===== src/hdl/sgm_pkg.sv =====
package sgm_pkg;

    localparam int DEF_MAX_WIDTH  = 1024;
    localparam int DEF_PIXEL_BITS = 8;
    localparam int WIDTH_BITS     = 11;
    localparam int HEIGHT_BITS    = 13;
    localparam int MAG_BITS       = 8;
    localparam int SQ_BITS        = 32;

    localparam logic [0:0] CFG_WIDTH  = 1'b0;
    localparam logic [0:0] CFG_HEIGHT = 1'b1;

    localparam logic CMD_PIXEL = 1'b0;
    localparam logic CMD_DRAIN = 1'b1;

    typedef enum logic [2:0] {
        ST_IDLE,
        ST_READ,
        ST_WINDOW,
        ST_GRAD,
        ST_SQRT,
        ST_SCALE,
        ST_OUT
    } sgm_state_t;

    typedef struct packed {
        logic read;
        logic window;
        logic grad;
        logic sqrt_start;
        logic scale;
        logic restart;
    } sgm_cmd_t;

    typedef struct packed {
        logic sqrt_done;
        logic emit;
        logic last;
        logic ignore;
    } sgm_status_t;

endpackage


===== src/hdl/sgm_control.sv =====
module sgm_control (
    input  logic                 aclk,
    input  logic                 aresetn,
    input  logic                 s_valid,
    output logic                 s_ready,
    output logic                 m_valid,
    input  logic                 m_ready,
    input  logic                 cfg_write,
    input  sgm_pkg::sgm_status_t sts,
    output sgm_pkg::sgm_cmd_t    ctl
);
    import sgm_pkg::*;

    sgm_state_t state_reg, state_next;

    always_ff @(posedge aclk) begin
        if (!aresetn) state_reg <= ST_IDLE;
        else state_reg <= state_next;
    end

    always_comb begin
        state_next = state_reg;
        ctl = '0;
        s_ready = 1'b0;
        m_valid = 1'b0;
        ctl.restart = cfg_write;
        case (state_reg)
            ST_IDLE: begin
                s_ready = !cfg_write;
                if (s_valid && !cfg_write && !sts.ignore) begin
                    ctl.read = 1'b1;
                    state_next = ST_READ;
                end
            end
            ST_READ: begin
                ctl.window = 1'b1;
                state_next = ST_WINDOW;
            end
            ST_WINDOW: begin
                ctl.grad = 1'b1;
                state_next = sts.emit ? ST_GRAD : ST_IDLE;
            end
            ST_GRAD: begin
                ctl.sqrt_start = 1'b1;
                state_next = ST_SQRT;
            end
            ST_SQRT: begin
                if (sts.sqrt_done) state_next = ST_SCALE;
            end
            ST_SCALE: begin
                ctl.scale = 1'b1;
                state_next = ST_OUT;
            end
            ST_OUT: begin
                m_valid = 1'b1;
                if (m_ready) begin
                    ctl.restart = cfg_write || sts.last;
                    state_next = ST_IDLE;
                end
            end
            default: state_next = ST_IDLE;
        endcase
    end

endmodule


===== config.mk =====
export PLATFORM = sky130hd
export DESIGN_NAME = sgm_control
export DESIGN_NICKNAME = d
export VERILOG_FILES = /design/src/hdl/sgm_pkg.sv /design/src/hdl/sgm_control.sv
export SDC_FILE = /design/constraint.sdc
export NUM_CORES = 1
export LEC_CHECK = 0
export ABC_CLOCK_PERIOD_IN_PS = 1120
export BUFFER_PORTS_ARGS = -buffer_cell sky130_fd_sc_hd__buf_4
export CAP_MARGIN = 20
export CORE_AREA = 2 2 39 41
export DETAILED_ROUTE_END_ITERATION = 10
export DIE_AREA = 0 0 41 43
export HOLD_SLACK_MARGIN = 0.03
export SYNTH_ARGS = -nofsm -noshare
export SYNTH_HDL_FRONTEND = slang
export SYNTH_SLANG_ARGS = --single-unit

===== constraint.sdc =====
create_clock -name aclk -period 1.12 [get_ports aclk]
set_input_delay 0.28 -clock aclk [delete_from_list [all_inputs] [get_ports aclk]]
set_output_delay 0.28 -clock aclk [all_outputs]
set_load 0.005 [all_outputs]

; Word-level counts from Yosys, hierarchy flattened
; Cells that the tools add are included.
[op_classes]
n_eq_ne = 9
mux = 15
reduce_logical = 7
[op_table]
columns = cell, count
row1 = one-hot mux 3 bit (7 select lines), 1
row2 = 2-to-1 mux 1 bit, 10
row3 = "== test 3 bit, second input constant", 3
row4 = 2-to-1 mux 3 bit, 3
row5 = "== test 3 x 2 -> 1 bit, second input constant", 2
row6 = "inequality test 2 bit, second input constant", 3
row7 = "== test 3 x 1 -> 1 bit, second input constant", 1
row8 = zero test 3 bit, 1
row9 = AND reduction 3 bit, 1
row10 = logical AND 1 bit, 2
row11 = zero test 1 bit, 2
row12 = 2-to-1 mux 2 bit, 1
row13 = logical OR 1 bit, 1
[word_totals]
register_bits = 3
input_bits = 9
out_inout_bits = 8

; Longest topological paths before layout
[depth]
ltp_word = 5
depth_mapped = 3
ltp_nobuf = 2

; Worst setup path before layout
; OpenSTA, ideal clock, no wires.
[synth_path]
path_type = register to output
startpoint = reg state_reg[1]
endpoint = out ctl[5] (netlist name)
arrival_time_ns = 0.961
setup_slack_ns = -0.121
stages_incl_launch_ff = 4
n_path_buf = 1
path_cell_list = dfxtp_1 buf_2 nor4_2 and3b_1
[synth_lines]
columns = item, line
row1 = start: declaration, sgm_control.sv:14  ; sgm_state_t state_reg, state_next;
row2 = start signal: assignment, sgm_control.sv:18  ; else state_reg <= state_next;
row3 = end: declaration, sgm_control.sv:10  ; output sgm_pkg::sgm_cmd_t ctl

==> results.toml <==
[floorplanning]
die_area_mm2 = 0.00176
die_w_um = 41
core_area_mm2 = 0.00138
pin_count = 17
die_h_um = 43
num_rows = 14
start_util_pct = 17.5

[pwr]
netSwitchingPower_uw = 94.9
seqPwrFrac_pct = 27.6
peakVddDrop_mv = 0.425
total_power_uw = 400
total_leakage_power_uw = 0.000266
comb_power_share_pct = 24.5
clkPwrFrac_pct = 47.9
swShare_pct = 23.7
powerDensity_mw_per_mm2 = 771
intPower_uw = 305

[sta]
max_freq_mhz = 709
hold_viol_final = 0
relSlewSlack_pct = 86.1
postLayoutSetupSlackWorst_ns = -0.290
min_period_ns = 1.41
fin_crit_sh_pct = 126
slew_violations = 0
skew_ns = 0.000534
finalSetupViolCount = 9
rsz0062_at_grt = "yes"
worst_slew_pin_slew_ns = 0.208

[clocking]
holdBufCountCts = 0
clk_pin_slew_worst_paths_ns = 0.04
cts_buffer_depth = 2
root_buffer = "clkbuf_4"
htree_levels = 1
cts_tree = "built"
cts_buffers = 3
clkLatencyLatePin_ns = 0.23
cts.sink_count = 3

[worst_setup_path]
cp-end-kind = "primary output"
cp-start-kind = "register"
critPathKind = "reg2out"
arrival_ns = 1.13
rrSetupSlack_ns = -0.09
timing.rr.start = "state_reg[2]"
reg2reg_to = "state_reg[0]"
critPathMaxFanout = 3
required_ns = 0.84
worstRegToRegCells = 2

[synthesis]
syn_inst = 27
ys_ff_latch = 3
ys_seq_area_share_pct = 24.9
synth_area_um2 = 241
syn_nets = 36
synth.distinct_cells = 18
synth_warnings = 0
syn_avg_cell_area_um2 = 8.94

[placed_design]
place_area_um2 = 430
dp.cells = 63
dp_slack_ns = -0.136
port_buffers = 16
gp_congestion = 0.767
dp_hpwl_um = 569

[final_layout]
nets = 64
area_delta_synth_final_pct = 115
post-route-util_pct = 37.5
drive_above_1_share_pct = 72.2
multi_input_area_um2 = 188
largest_reg_flops = 3
seq_area_um2 = 71.3
fin_cells = 70
fill_cells = 154
post-route-cell-area_um2 = 519
insertedDiodeCount = 0

[grt]
grt_pass1_wl_um = 1310
grt-ovfl-total = 0
grt_pass1_vias = 327
track_usage_pct = 10.8
grt_max_degree = 10
antenna_found_initial = 0

[min_path]
whs_path_depth = 2
whs_endpoint = "state_reg[2]"
min_from = "aresetn"
hold_class = "in2reg"

[drt]
drt_pass1_iterations = 3
avgRoutedWirePerCell_um = 11.0
antenna_left = 0
via_per_inst = 4.49
num_vias = 314
drt-initial-drc-count = 7
drt-total-wl_um = 773
drc = 0

[status]
outcome = "finished, violations left"
failed_checks = "setup timing"

[run]
drv_cap = 0
## power by group through the flow
stage / clock network (uW) / logic, uW / registers, uW
floorplan: 0 / 31.7 / 115
global placement: 0 / 86.6 / 115
detailed placement: 0 / 88.3 / 115
CTS: 203 / 97.1 / 114
global route: 212 / 107 / 111
finish: 192 / 98.0 / 111
## worst max-delay path by stage
stage                  from           end  slack, ns
4_1_cts        state_reg[0]        ctl[5]      -0.30
6_report       state_reg[0]        ctl[0]      -0.29
5_1_grt        state_reg[1]        ctl[5]      -0.36
3_3_place_gp      cfg_write  state_reg[0]      -0.13
3_5_place_dp      cfg_write  state_reg[0]      -0.14
2_1_floorplan  state_reg[2]        ctl[5]      -0.01
## critical path, cell delays in order (launching register included)
cell	delay, ns
dfxtp_4	0.36
and3b_2	0.22
a31o_2	0.20
buf_6	0.11
## metal layers
layer  track usage, %  up-vias  routed length (um)
met1             14.1      140                 326
met3             4.71        0                  77
met4             4.00        0                   0
met2             15.3       17                 369
met5                0        -                   0
li1                 -      157                   -
## stage by stage
stage,TNS (ns),hold WS (ns)
global placement,-0.422,0.554
global route,-2.43,0.329
finish,-1.87,0.316
detailed placement,-0.455,0.555
floorplan,-0.0131,0.418
CTS,-1.81,0.310
## layout by cell type, fill, tap and decap left out, drive strengths merged, types with 2 or more instances in the layout
cell type  count
nand2          2
buf           25
clkbuf         4
nand2b         2
nor2b          2
dfxtp          3
and3b          4
a31o           2
## cell families after synthesis
family / Yosys count / synth area share, %
buffers and inverters: 2 / 4.15
DFF: 3 / 24.9
AOI/OAI and AO/OA: 6 / 21.8
and+or+nand+nor: 16 / 49.2
## cell usage after synthesis
master,instances,area share [%]
or2_2,1,2.6
buf_2,2,4.1
and3b_2,1,4.1
nor2b_1,2,5.2
a21oi_1,1,2.1
or4b_1,1,4.1
nor2_1,1,1.6
o21ai_0,1,2.1
nand2_1,2,3.1
a41o_1,1,4.1
nor4_2,1,5.2
nor3b_1,1,3.1
dfxtp_1,3,25
a221oi_2,1,6.2
and4b_1,1,4.1
and3b_1,3,11
nand2b_1,2,5.2
a31o_2,2,7.3
## repair_timing
| action | CTS | global route |
|---|---|---|
| endpoints found under the setup margin | 10 | 10 |
| pin swaps | 2 | 1 |
| resized for setup | 9 | 3 |
| buffers inserted | 1 | 2 |
## cell type report
class / count / share of cell area, %
clock buffer: 4 / 5.06
tap: 16 / 3.86
sequential: 3 / 13.7
multi-input combinational: 22 / 36.1
timing repair buffer: 25 / 41.2
Note: power is estimated with default switching activity, not from simulation.
